<file path="src/rtl/sia_pkg.sv">
// Shared constants and types for the signed integer to decimal text block.
package sia_pkg;

    // Bits per decimal digit in packed BCD.
    localparam int unsigned DIGIT_BITS = 4;

    // ASCII codes of the characters that the block emits.
    localparam logic [7:0] CHAR_ZERO  = 8'h30;
    localparam logic [7:0] CHAR_NINE  = 8'h39;
    localparam logic [7:0] CHAR_MINUS = 8'h2D;

    // A BCD digit at or above this value gets the add-three correction.
    localparam logic [3:0] DABBLE_LIMIT = 4'd5;
    localparam logic [3:0] DABBLE_ADD   = 4'd3;

    // Status that the converter reports to the control logic.
    typedef struct packed {
        logic busy;
        logic done;
    } t_dab_stat;

endpackage

</file>
<file path="src/rtl/sia_dabble.sv">
// Bit-serial binary to BCD converter (shift-and-add-three, one bit per cycle).
module sia_dabble #(
    parameter int unsigned VALUE_BITS = 16,
    parameter int unsigned NDIG       = 5
) (
    input  logic                                  i_clk,
    input  logic                                  i_rst_n,
    input  logic                                  i_load,
    input  logic [VALUE_BITS-1:0]                 i_mag,
    output sia_pkg::t_dab_stat                    o_stat,
    output logic [NDIG*sia_pkg::DIGIT_BITS-1:0]   o_bcd
);

    localparam int unsigned BCD_BITS = NDIG * sia_pkg::DIGIT_BITS;
    localparam int unsigned CW       = $clog2(VALUE_BITS + 1);

    logic [VALUE_BITS-1:0] r_bin, n_bin;
    logic [BCD_BITS-1:0]   r_bcd, n_bcd;
    logic [BCD_BITS-1:0]   w_adj;
    logic [CW-1:0]         r_cnt, n_cnt;
    logic                  r_busy, n_busy;
    logic                  r_done, n_done;

    // Add three to every digit that is five or more before the shift.
    always_comb begin
        for (int i = 0; i < NDIG; i++) begin
            if (r_bcd[i*sia_pkg::DIGIT_BITS +: sia_pkg::DIGIT_BITS] >= sia_pkg::DABBLE_LIMIT) begin
                w_adj[i*sia_pkg::DIGIT_BITS +: sia_pkg::DIGIT_BITS] =
                    r_bcd[i*sia_pkg::DIGIT_BITS +: sia_pkg::DIGIT_BITS] + sia_pkg::DABBLE_ADD;
            end else begin
                w_adj[i*sia_pkg::DIGIT_BITS +: sia_pkg::DIGIT_BITS] =
                    r_bcd[i*sia_pkg::DIGIT_BITS +: sia_pkg::DIGIT_BITS];
            end
        end
    end

    // Load a new magnitude, or shift one binary bit into the BCD register.
    always_comb begin
        n_bin  = r_bin;
        n_bcd  = r_bcd;
        n_cnt  = r_cnt;
        n_busy = r_busy;
        n_done = 1'b0;
        if (i_load) begin
            n_bin  = i_mag;
            n_bcd  = '0;
            n_cnt  = CW'(VALUE_BITS);
            n_busy = 1'b1;
        end else if (r_busy) begin
            n_bcd = {w_adj[BCD_BITS-2:0], r_bin[VALUE_BITS-1]};
            n_bin = {r_bin[VALUE_BITS-2:0], 1'b0};
            n_cnt = r_cnt - 1'b1;
            if (r_cnt == CW'(1)) begin
                n_busy = 1'b0;
                n_done = 1'b1;
            end
        end
    end

    // Control state is reset; the data registers are not.
    always_ff @(posedge i_clk) begin
        if (!i_rst_n) begin
            r_busy <= 1'b0;
            r_done <= 1'b0;
            r_cnt  <= '0;
        end else begin
            r_busy <= n_busy;
            r_done <= n_done;
            r_cnt  <= n_cnt;
        end
        r_bin <= n_bin;
        r_bcd <= n_bcd;
    end

    assign o_stat.busy = r_busy;
    assign o_stat.done = r_done;
    assign o_bcd       = r_bcd;

endmodule

</file>
<file path="src/rtl/sia_emit.sv">
// Character emitter: sign, then BCD digits most significant first without leading zeros.
module sia_emit #(
    parameter int unsigned NDIG = 5
) (
    input  logic                                 i_clk,
    input  logic                                 i_rst_n,
    input  logic                                 i_load,
    input  logic                                 i_neg,
    input  logic [NDIG*sia_pkg::DIGIT_BITS-1:0]  i_bcd,
    output logic                                 o_busy,
    output logic                                 o_strobe,
    output logic [7:0]                           o_char_code,
    output logic                                 o_last_char
);

    localparam int unsigned BCD_BITS = NDIG * sia_pkg::DIGIT_BITS;
    localparam int unsigned LW       = $clog2(NDIG + 1);

    logic [BCD_BITS-1:0]              r_dig, n_dig;
    logic [LW-1:0]                    r_left, n_left;
    logic                             r_sign, n_sign;
    logic                             r_lead, n_lead;
    logic                             r_busy, n_busy;
    logic                             r_strobe, n_strobe;
    logic [7:0]                       r_char, n_char;
    logic                             r_last, n_last;
    logic [sia_pkg::DIGIT_BITS-1:0]   w_top;

    assign w_top = r_dig[BCD_BITS-1 -: sia_pkg::DIGIT_BITS];

    // One character or one skipped leading zero per cycle.
    always_comb begin
        n_dig    = r_dig;
        n_left   = r_left;
        n_sign   = r_sign;
        n_lead   = r_lead;
        n_busy   = r_busy;
        n_strobe = 1'b0;
        n_char   = r_char;
        n_last   = r_last;
        if (i_load) begin
            n_dig  = i_bcd;
            n_left = LW'(NDIG);
            n_sign = i_neg;
            n_lead = 1'b1;
            n_busy = 1'b1;
        end else if (r_busy) begin
            priority if (r_sign) begin
                n_sign   = 1'b0;
                n_strobe = 1'b1;
                n_char   = sia_pkg::CHAR_MINUS;
                n_last   = 1'b0;
            end else if (r_lead && (w_top == '0) && (r_left != LW'(1))) begin
                n_dig  = {r_dig[BCD_BITS-sia_pkg::DIGIT_BITS-1:0], {sia_pkg::DIGIT_BITS{1'b0}}};
                n_left = r_left - 1'b1;
            end else begin
                n_dig    = {r_dig[BCD_BITS-sia_pkg::DIGIT_BITS-1:0], {sia_pkg::DIGIT_BITS{1'b0}}};
                n_left   = r_left - 1'b1;
                n_lead   = 1'b0;
                n_strobe = 1'b1;
                n_char   = sia_pkg::CHAR_ZERO + {4'b0000, w_top};
                n_last   = (r_left == LW'(1));
                if (r_left == LW'(1)) begin
                    n_busy = 1'b0;
                end
            end
        end
    end

    // Control state and the strobe are reset; payload registers are not.
    always_ff @(posedge i_clk) begin
        if (!i_rst_n) begin
            r_busy   <= 1'b0;
            r_strobe <= 1'b0;
            r_sign   <= 1'b0;
            r_lead   <= 1'b0;
            r_left   <= '0;
        end else begin
            r_busy   <= n_busy;
            r_strobe <= n_strobe;
            r_sign   <= n_sign;
            r_lead   <= n_lead;
            r_left   <= n_left;
        end
        r_dig  <= n_dig;
        r_char <= n_char;
        r_last <= n_last;
    end

    assign o_busy      = r_busy;
    assign o_strobe    = r_strobe;
    assign o_char_code = r_char;
    assign o_last_char = r_last;

endmodule

</file>
<file path="src/rtl/signed_int_to_decimal_ascii.sv">
// Top level: signed integer to decimal ASCII characters, one word per strobe.
// Conversion runs first in the bit-serial BCD converter, whose done pulse loads the emitter.
// The emitter then gives a minus sign if negative, then the BCD digits without leading zeros.
// busy stays high, and no new item is taken, until the last character is on the output.
// Synchronous active-low reset clears busy and the strobe; results cannot be stalled.
module signed_int_to_decimal_ascii #(
    parameter int unsigned VALUE_BITS = 16
) (
    input  logic                  i_clk,
    input  logic                  i_rst_n,
    input  logic                  start,
    input  logic [VALUE_BITS-1:0] i_value,
    output logic                  busy,
    output logic                  o_strobe,
    output logic [7:0]            o_char_code,
    output logic                  o_last_char
);

    // Enough decimal digits for any VALUE_BITS-bit magnitude.
    localparam int unsigned NDIG     = (VALUE_BITS * 1233) / 4096 + 1;
    localparam int unsigned BCD_BITS = NDIG * sia_pkg::DIGIT_BITS;

    sia_pkg::t_dab_stat    w_dab;
    logic [BCD_BITS-1:0]   w_bcd;
    logic [VALUE_BITS-1:0] w_mag;
    logic                  w_accept;
    logic                  w_emit_busy;
    logic                  r_neg;

    assign w_accept = start && !busy;
    assign busy     = w_dab.busy || w_dab.done || w_emit_busy;

    // Magnitude as an unsigned number; the most negative value maps to itself.
    assign w_mag = i_value[VALUE_BITS-1] ? (~i_value + 1'b1) : i_value;

    // Sign of the item in flight.
    always_ff @(posedge i_clk) begin
        if (w_accept) begin
            r_neg <= i_value[VALUE_BITS-1];
        end
    end

    sia_dabble #(
        .VALUE_BITS (VALUE_BITS),
        .NDIG       (NDIG)
    ) u_dabble (
        .i_clk   (i_clk),
        .i_rst_n (i_rst_n),
        .i_load  (w_accept),
        .i_mag   (w_mag),
        .o_stat  (w_dab),
        .o_bcd   (w_bcd)
    );

    sia_emit #(
        .NDIG (NDIG)
    ) u_emit (
        .i_clk       (i_clk),
        .i_rst_n     (i_rst_n),
        .i_load      (w_dab.done),
        .i_neg       (r_neg),
        .i_bcd       (w_bcd),
        .o_busy      (w_emit_busy),
        .o_strobe    (o_strobe),
        .o_char_code (o_char_code),
        .o_last_char (o_last_char)
    );

    // An accepted item keeps the block busy in the next cycle.
    a_accept_busy: assert property (@(posedge i_clk) disable iff (!i_rst_n)
        w_accept |=> busy)
        else $error("busy did not rise after an accepted item");

    // The final character of a run is never followed at once by another.
    a_last_gap: assert property (@(posedge i_clk) disable iff (!i_rst_n)
        (o_strobe && o_last_char) |=> !o_strobe)
        else $error("character strobe right after the last character");

    // Every word is a digit or a minus sign.
    a_char_legal: assert property (@(posedge i_clk) disable iff (!i_rst_n)
        o_strobe |-> ((o_char_code == sia_pkg::CHAR_MINUS) ||
                      ((o_char_code >= sia_pkg::CHAR_ZERO) &&
                       (o_char_code <= sia_pkg::CHAR_NINE))))
        else $error("illegal character code");

    // A minus sign is always followed by digits.
    a_minus_not_last: assert property (@(posedge i_clk) disable iff (!i_rst_n)
        (o_strobe && (o_char_code == sia_pkg::CHAR_MINUS)) |-> !o_last_char)
        else $error("minus sign flagged as last character");

endmodule

</file>
<file path="config.mk">
export PLATFORM = sky130hd
export DESIGN_NAME = signed_int_to_decimal_ascii
export DESIGN_NICKNAME = d
export VERILOG_FILES = /design/src/rtl/sia_pkg.sv /design/src/rtl/sia_dabble.sv /design/src/rtl/sia_emit.sv /design/src/rtl/signed_int_to_decimal_ascii.sv
export SDC_FILE = /design/constraint.sdc
export NUM_CORES = 1
export LEC_CHECK = 0
export BUFFER_PORTS_ARGS = -buffer_cell sky130_fd_sc_hd__clkbuf_2
export CORE_MARGIN = 3
export CORE_UTILIZATION = 40
export DETAILED_ROUTE_END_ITERATION = 10
export HOLD_SLACK_MARGIN = 0.02
export PLACE_DENSITY = 0.58
export RECOVER_POWER = 100
export SETUP_SLACK_MARGIN = 0.3
export SLEW_MARGIN = 0
export SYNTH_ARGS = -nofsm -noshare
export SYNTH_HDL_FRONTEND = slang
export SYNTH_SLANG_ARGS = --single-unit
</file>
<file path="constraint.sdc">
create_clock -name i_clk -period 2 [get_ports i_clk]
set_input_delay 0 -clock i_clk [delete_from_list [all_inputs] [get_ports i_clk]]
set_output_delay 0 -clock i_clk [all_outputs]
set_load 0.01 [all_outputs]
</file>
# Word-level counts from Yosys, hierarchy flattened
# Index checks and enable logic that the tools add are counted.
# totals
output_inout_bits,11
register_bits,80
inputBits,19
wordCells,94
# op_classes
n_eq_ne,6
n_bitwise,6
mux,35
n_reduce_logical,17
magnitude_cmp,5
add_sub_neg,9
# op_table
op,count
20-bit 2-to-1 mux,3
16-bit 2-to-1 mux,3
"4-bit by 3-bit greater-or-equal comparator with 1-bit output, second input constant",5
1-bit 2-to-1 mux,18
"16-bit by 1-bit adder with 16-bit output, second input constant",1
"4-bit by 2-bit adder with 4-bit output, second input constant",4
4-bit 2-to-1 mux,4
16-bit NOT,1
3-bit 2-to-1 mux,4
5-bit 2-to-1 mux,2
8-bit 2-to-1 mux,1
"6-bit by 4-bit adder with 7-bit output, first input constant",1
3-bit AND reduction,2
3-bit OR reduction,2
"5-bit by 1-bit == test with 1-bit output, second input constant",1
1-bit NOT,5
"5-bit by 1-bit subtractor with 5-bit output, second input constant",1
4-bit zero test,1
"2-bit != test, second input constant",2
2-bit AND reduction,2
2-bit nonzero test,2
2-bit OR reduction,2
"3-bit by 2-bit adder with 3-bit output, second input constant",1
"3-bit by 1-bit == test with 1-bit output, second input constant",1
other kinds (6),9

# Longest topological paths before layout
# Gate-level depths: netlist of run 1.
# logic_depth
word_depth,7
mapped_depth,7
mapped_depth_nobuf,7

# Cells and area by module
# A second synthesis of run 1 with hierarchy kept.
# hier_totals
hier_cells,357
hier_area_um2,3987.6
# by_module_without_submodules
mod,area_each_um2,seq_area_each_um2,cells_per_inst,n_inst
sia_dabble,2197.1,1021.0,214,1
sia_emit,1432.6,920.9,96,1
signed_int_to_decimal_ascii,357.8,30.0,47,1

# Least setup slack after synthesis of run 1
# Ideal clock, no wire load.
# synth_path
path_type,flip-flop to flip-flop
start,register u_dabble.r_done
end,register u_emit.r_dig[0] (enable)
setup_time_ns,0.377
required_time_ns,1.623
slack_ns,0.294
synth_period_minus_slack_ns,1.706
arrival_ns,1.329
path_buffers,2
path_stages_with_launch,5
path_cell_list,dfxtp_1 -> buf_2 -> buf_1 -> inv_1 -> nand2_1
# synth_between
elab_chain_len,2
elab_cells_between_ends,3
cone_classes,eq/ne (1); reduce/logical (2)
# synth_rtl
element,line_no,text
start: declaration,sia_dabble.sv:22,"logic r_done, n_done;"
start signal: assignment,sia_dabble.sv:68,r_done <= n_done;
2-bit != test (no line) / 2-bit nonzero test (equally long branches),-,
2-bit AND reduction (no line) (*),-,
end signal: assignment,sia_emit.sv:85,r_dig <= n_dig;
end: declaration,sia_emit.sv:19,"logic [BCD_BITS-1:0] r_dig, n_dig;"
# Every way passes the cells marked *; elsewhere a longest branch is shown, timed or not.
# A chain may end at the register's enable or synchronous reset.

# Worst setup path in the final report of run 1
# layout_path
start,input port i_value[0]
end,"register u_dabble.r_bin[14], data pin"
# layout_between
elab_chain_len,4
# layout_rtl
element,line_no,text
start: declaration,signed_int_to_decimal_ascii.sv:12,"input logic [VALUE_BITS-1:0] i_value,"
16-bit NOT,signed_int_to_decimal_ascii.sv:34,assign w_mag = i_value[VALUE_BITS-1] ? (~i_value + 1'b1) : i_value;
16-bit by 1-bit adder with 16-bit output,signed_int_to_decimal_ascii.sv:34,
16-bit 2-to-1 mux,signed_int_to_decimal_ascii.sv:34,
16-bit 2-to-1 mux,sia_dabble.sv:44,if (i_load) begin
via u_dabble.n_bin[14],sia_dabble.sv:17,"logic [VALUE_BITS-1:0] r_bin, n_bin;"
end signal: assignment,sia_dabble.sv:71,r_bin <= n_bin;
end: declaration,sia_dabble.sv:17,
# The timed path passes the listed nets, and every way through them passes these cells.

==> reports/qor.yml, run 1 <==
global_routing:
  grt_max_degree: 43
  grt_util_met1_pct: 19.5
  grtUsageMet3_pct: 2.48
  grt_pass1_vias: 2374
  busiest_layer: "met2"
  met2_usage_pct: 21.4
  grt_pass1_wl_um: 11500
  grt_use_total_pct: 14.1
  grt_overflow_total: 0
  grt_antenna_before_repair: 0
timing:
  hold_viol_final: 0
  finClkSkew_ps: 9.26
  fin_tns_setup_ps: 0
  setup_viol: 0
  clock.fmax_mhz: 587
  slew_headroom_pct: 40.6
  fin_ws_ps: 297
  worstMarginPinSlew_ps: 892
  fin_crit_sh_pct: 85.1
  drv_slew: 0
  layout_min_cycle_time_ps: 1700
  rsz0062_at_grt: "true"
critical_path:
  crit_buf_inv: 3
  r2r_cells: 5
  arrival_ps: 1790
  end_kind: "flip-flop"
  cp.depth: 8
  slowest_delay_ps: 530
  critPathLaunchType: "primary input"
  crit_fanout: 5
  r2r_slack_ps: 350
  cp_top_family: "buffers and inverters"
  worst-setup-path-type: "in -> reg"
  cp_slowest_cell: "dlygate4sd3_1"
  cp_cell_sequence: "dlygate4sd3_1 -> clkbuf_2 -> inv_1 -> ha_1 -> nand2_1 -> o41ai_4 -> xor2_1 -> o21ai_0"
  critPathRequiredTime_ps: 2090
die:
  fp-row-count: 34
  core_sq_um: 8930
  die-area_sq_um: 10700
  die_y_um: 103
  die-width_um: 103
  start_util_pct: 42.3
  num_io_pins: 30
cts:
  cts_made_buffers: 9
  clockBufferDepth: 2
  cts.htree.levels: 3
  clockRootBuffer: "clkbuf_8"
  cts_setup_buffers: 0
  cts_sinks: 77
  cts_tree: "done"
  clkTransAtPathRegs_ps: 80
  clock_latency_ps: 340
yosys:
  synth_edf_count: 43
  seq_area_frac_synth_pct: 52.2
  avgSynthCellArea_sq_um: 10.4
  ys_ff_latch: 77
  synthFlopType: "edfxtp_1"
  synthesis.area_sq_um: 3780
  synth.distinct_cells: 42
  yosysWarnings: 0
  synth_cells: 363
  synth-async-reset-ratio_pct: 0
layout:
  drive_gt1_share_pct: 16.9
  syn2layout_area_growth_pct: 12.7
  fin_nets: 425
  diodes: 0
  multi_input_area_sq_um: 1650
  final_core_util_pct: 47.7
  regArea_sq_um: 1970
  fin_cells: 504
  fillerInstances: 864
placement:
  gp_congestion: 0.719
  numPortBuffers: 26
  dp_cells: 486
  dp_hpwl_um: 4760
  dp_slack_ps: 297
worst_hold_path:
  hold_path_depth: 3
  hold_path_class: "in -> reg"
route:
  num_vias: 2526
  drc: 0
  detail_route.wl_per_cell_um: 13.7
  ant_nets: 0
  drt-pass1-iter-count: 4
  post_drt_via_cell_ratio: 5.01
  routed_wl_um: 6900
  drt_iter0_markers: 67
pwr:
  power_density_nw_per_um2: 829
  power_leakage_uw: 0.00156
  total_power_uw: 3530
  max-vdd-ir-drop_mv: 0.334
flow_run:
  maxCapViolations: 0
run_status:
  status: "finished, final reports clean"
-- through the flow --
stage,hold WS (ps),instance area (sq um)
floorplan,98.9,3790
global placement,295,4010
detailed placement,294,4010
CTS,32.7,4280
global route,85.2,4260
finish,40.4,4260
-- where the power goes --
part | internal (uW) | switching, uW | total [uW]
clock network | 800 | 579 | 1380
logic | 131 | 212 | 343
registers | 1770 | 40.7 | 1810
-- layer usage --
layer / routed length, um / part of all wire [%]
met5: 0 / 0
met4: 131 / 1.9
met3: 213 / 3.1
met2: 3070 / 44
met1: 3490 / 51
-- state kept, by name, indices dropped and copies added, names as in the netlist --
name / count
u_emit.o_last_char: 1
u_emit.r_dig: 20
u_dabble.o_bcd: 20
u_emit.o_busy: 1
u_dabble.r_done: 1
u_dabble.r_cnt: 5
u_emit.r_left: 3
u_emit.r_lead: 1
u_emit.r_sign: 1
u_emit.o_char_code: 5
u_dabble.r_bin: 16
r_neg: 1
u_emit.o_strobe: 1
u_dabble.r_busy: 1
-- kinds of logic (layout without fill, tap and decap cells) --
family	Yosys count	count (layout)	synth area share (%)
flops	77	77	52.2
simple gates	109	109	14.0
mux	23	23	6.62
xor+xnor	26	26	6.02
compound gates	71	71	11.6
fa+ha+maj	15	15	4.96
other cells	2	3	0.199
buf+inv	40	72	4.47
-- layout by cell type (no fill, tap or decap), types with 15 or more instances in the layout --
cell type   n
nand2_1    47
nor2_1     23
dfxtp_1    34
edfxtp_1   43
o21ai_0    28
clkbuf_2   19
ha_1       15
mux2_2     16
a21oi_1    23
inv_1      21
xor2_1     16
-- worst min-delay path, cell delays in order --
cell      delay, ps
clkbuf_2         90
mux2i_1          60
o21ai_0         130
-- cell type report --
cell class / count / area share, %
Sequential cell: 77 / 46.3
Tap cell: 108 / 3.17
Multi-Input combinational cell: 247 / 38.6
Timing Repair Buffer: 34 / 4.20
Clock inverter: 3 / 1.06
Inverter: 22 / 1.97
Clock buffer: 13 / 4.73
-- synth_stat cells, types with 6 or more instances --
cell type	number	share of area [%]
nand2_1	47	4.7
edfxtp_1	43	34
dfxtp_1	34	18
o21ai_0	25	3.3
a21oi_1	23	3.0
nor2_1	23	2.3
inv_1	21	2.1
mux2_2	16	4.8
xor2_1	16	3.7
ha_1	15	5.0
o31ai_1	12	2.4
xnor2_1	10	2.3
nand2b_1	8	1.3
mux2i_1	7	1.9
buf_2	6	0.79
clkbuf_1	6	0.60
nand3_1	6	0.79
-- path summary, 6_finish.rpt --
check                                   from                         endpoint
max                               i_value[0]     u_dabble.r_bin[14]$_DFFE_PP_
min                               i_value[1]      u_dabble.r_bin[1]$_DFFE_PP_
max reg2reg         u_emit.o_busy$_SDFF_PN0_  u_dabble.o_bcd[17]$_SDFFE_PN0P_
min reg2reg  u_dabble.o_bcd[19]$_SDFFE_PN0P_  u_dabble.o_bcd[19]$_SDFFE_PN0P_
-- what timing repair did --
action / CTS / global route
endpoints found under the hold margin: 5 / 0
pin swaps: 0 / 1
setup endpoints to repair: 3 / 57
resized for setup: 1 / 7
hold buffers: 2 / 0
(Power assumes the default switching activity.)
==> run 2: changes to the inputs <==
Clock period 2 ns to 1.7 ns, I/O delays scaled along.
==> run 2 against run 1 <==
  * First-iteration DRC count grew 46%
  * Clock power about the same
  * Global-route usage is 0.67 points lower
  * Non-clock buffer count increased by 6
  * Die area stayed put
  * Combinational power grew 33%
  * Register-to-register slack got worse by 80 ps
  * Routed wire length increased by 1.6%
  * Clock skew grew 3.0 ps
  * Setup slack got worse by 24 ps
  * Count of clock-buffer cells in the layout fell by 4
  * Sequential power rose by 18%
==> reports/qor.yml, run 2 (synthesized netlist as in run 1, its figures left out) <==
worst_hold_path:
  hold_path_class: "in -> reg"
  min_from: "i_value[8]"
  hold_path_depth: 3
  worstHoldEndpoint: "u_dabble.r_bin[8]$_DFFE_PP_"
cts:
  clockRootBuffer: "clkbuf_8"
  clock_latency_ps: 350
  cts.htree.levels: 3
  clockBufferDepth: 2
  cts_made_buffers: 9
  cts_tree: "done"
  clkTransAtPathRegs_ps: 80
  cts_sinks: 77
global_routing:
  grt_pass1_wl_um: 11100
  grt_max_degree: 35
  grt_pass1_vias: 2284
  grt_use_total_pct: 13.4
  grt_antenna_before_repair: 0
  grt_overflow_total: 0
timing:
  finClkSkew_ps: 12.3
  clock.fmax_mhz: 701
  drv_slew: 0
  fin_ws_ps: 274
  hold_viol_final: 0
  rsz0062_at_grt: "false"
  fin_tns_setup_ps: 0
  worstMarginPinSlew_ps: 864
  setup_viol: 0
  fin_crit_sh_pct: 83.9
  slew_headroom_pct: 42.4
  layout_min_cycle_time_ps: 1430
route:
  num_vias: 2587
  drc: 0
  ant_nets: 0
  drt_iter0_markers: 98
  routed_wl_um: 7020
  detail_route.wl_per_cell_um: 13.7
  post_drt_via_cell_ratio: 5.05
  drt-pass1-iter-count: 4
critical_path:
  arrival_ps: 1500
  timing.rr.end: "u_dabble.r_bin[11]$_DFFE_PP_"
  r2r_slack_ps: 270
  worst-setup-path-type: "reg -> reg"
  worstReg2RegStart: "u_dabble.r_done$_SDFF_PP0_"
  critPathRequiredTime_ps: 1780
  crit_fanout: 34
  r2r_cells: 5
  critPathLaunchType: "flip-flop"
  end_kind: "flip-flop"
placement:
  numPortBuffers: 26
  gp_congestion: 0.762
  dp_slack_ps: -25.9
  dp_hpwl_um: 4540
layout:
  final_common_cell: "nand2_1"
  most-common-layout-cells: "46 x nand2_1, 43 x edfxtp_1, 29 x dfxtp_1"
  drive_gt1_share_pct: 26.0
  diodes: 0
  syn2layout_area_growth_pct: 18.4
  fin_nets: 433
die:
  die_y_um: 103
  core_sq_um: 8930
  num_io_pins: 30
  die-area_sq_um: 10700
  start_util_pct: 42.3
  fp-row-count: 34
  die-width_um: 103
flow_run:
  maxCapViolations: 0
run_status:
  status: "finished, final reports clean"
pwr:
  power_leakage_uw: 0.00161
  power_density_nw_per_um2: 885
  total_power_uw: 3960
  max-vdd-ir-drop_mv: 0.530
==> run 2: changes by cell type in the layout (fill, tap and decap cells not counted), sizes merged <==
cell and change:
clkbuf -3, nand2 +1, clkinvlp +3, clkinv +2, inv -1, dlygate4sd3 +2
buf +3, nand2b +1
==> run 2: critical path: stages, from the launching register on <==
cell and delay, ps:
dfxtp_1 360, nor3_4 190, nand2_1 180, buf_12 220, nand2_1 100, o21ai_0 100
==> run 2: metrics by stage <==
stage	util, %	area (sq um)	hold WS [ps]	instances
floorplan	-	3820	98.9	364
global placement	45.2	4040	279	485
detailed placement	45.2	4040	281	485
CTS	48.4	4320	37.9	506
global route	50.1	4480	86.4	512
finish	50.1	4480	73.2	512
==> run 2: area by class of cell <==
type                    count  area [sq um]
fillers                   818          4460
flip-flops and latches     77          1980
multi-input cells         249          1820
repair buffers             40           258
well taps                 108           135
clock buffers               9           124
inverters                  22          88.8
clock inverters             7          76.3
==> run 2: repair_timing <==
action,in CTS,in global routing
pin swaps,2,13
gates cloned,1,1
endpoints found under the hold margin,9,0
buffers inserted,0,5
resized for setup,11,47
setup endpoints to repair,65,75
hold buffers,4,0
==> run 2: layer usage <==
| layer | share of wire [%] | global-route usage, % |
|---|---|---|
| met1 | 49 | 18.2 |
| met2 | 46 | 20.6 |
| met3 | 3.0 | 3.89 |
| met4 | 1.3 | 4.48 |
| met5 | 0 | 0 |
==> run 2: worst max-delay path by stage <==
| stage | start | to | cells after the start |
|---|---|---|---|
| 2_1_floorplan | u_dabble.r_done$_SDFF_PP0_ | u_dabble.r_bin[8]$_DFFE_PP_ | 7 |
| 3_3_place_gp | u_emit.o_busy$_SDFF_PN0_ | u_dabble.r_bin[15]$_DFFE_PP_ | 5 |
| 3_5_place_dp | u_emit.o_busy$_SDFF_PN0_ | u_dabble.r_bin[15]$_DFFE_PP_ | 5 |
| 4_1_cts | u_emit.r_left[1]$_SDFFE_PP0P_ | u_emit.o_char_code[1]$_SDFFCE_PP0P_ | 6 |
| 5_1_grt | u_dabble.o_bcd[9]$_SDFFE_PN0P_ | u_dabble.o_bcd[10]$_SDFFE_PN0P_ | 7 |
| 6_report | u_dabble.r_done$_SDFF_PP0_ | u_dabble.r_bin[11]$_DFFE_PP_ | 5 |
==> run 2: report_power, final <==
group / total, uW / switching [uW] / internal (uW)
Combinational: 455 / 269 / 187
Clock: 1370 / 690 / 682
Sequential: 2140 / 54.4 / 2080
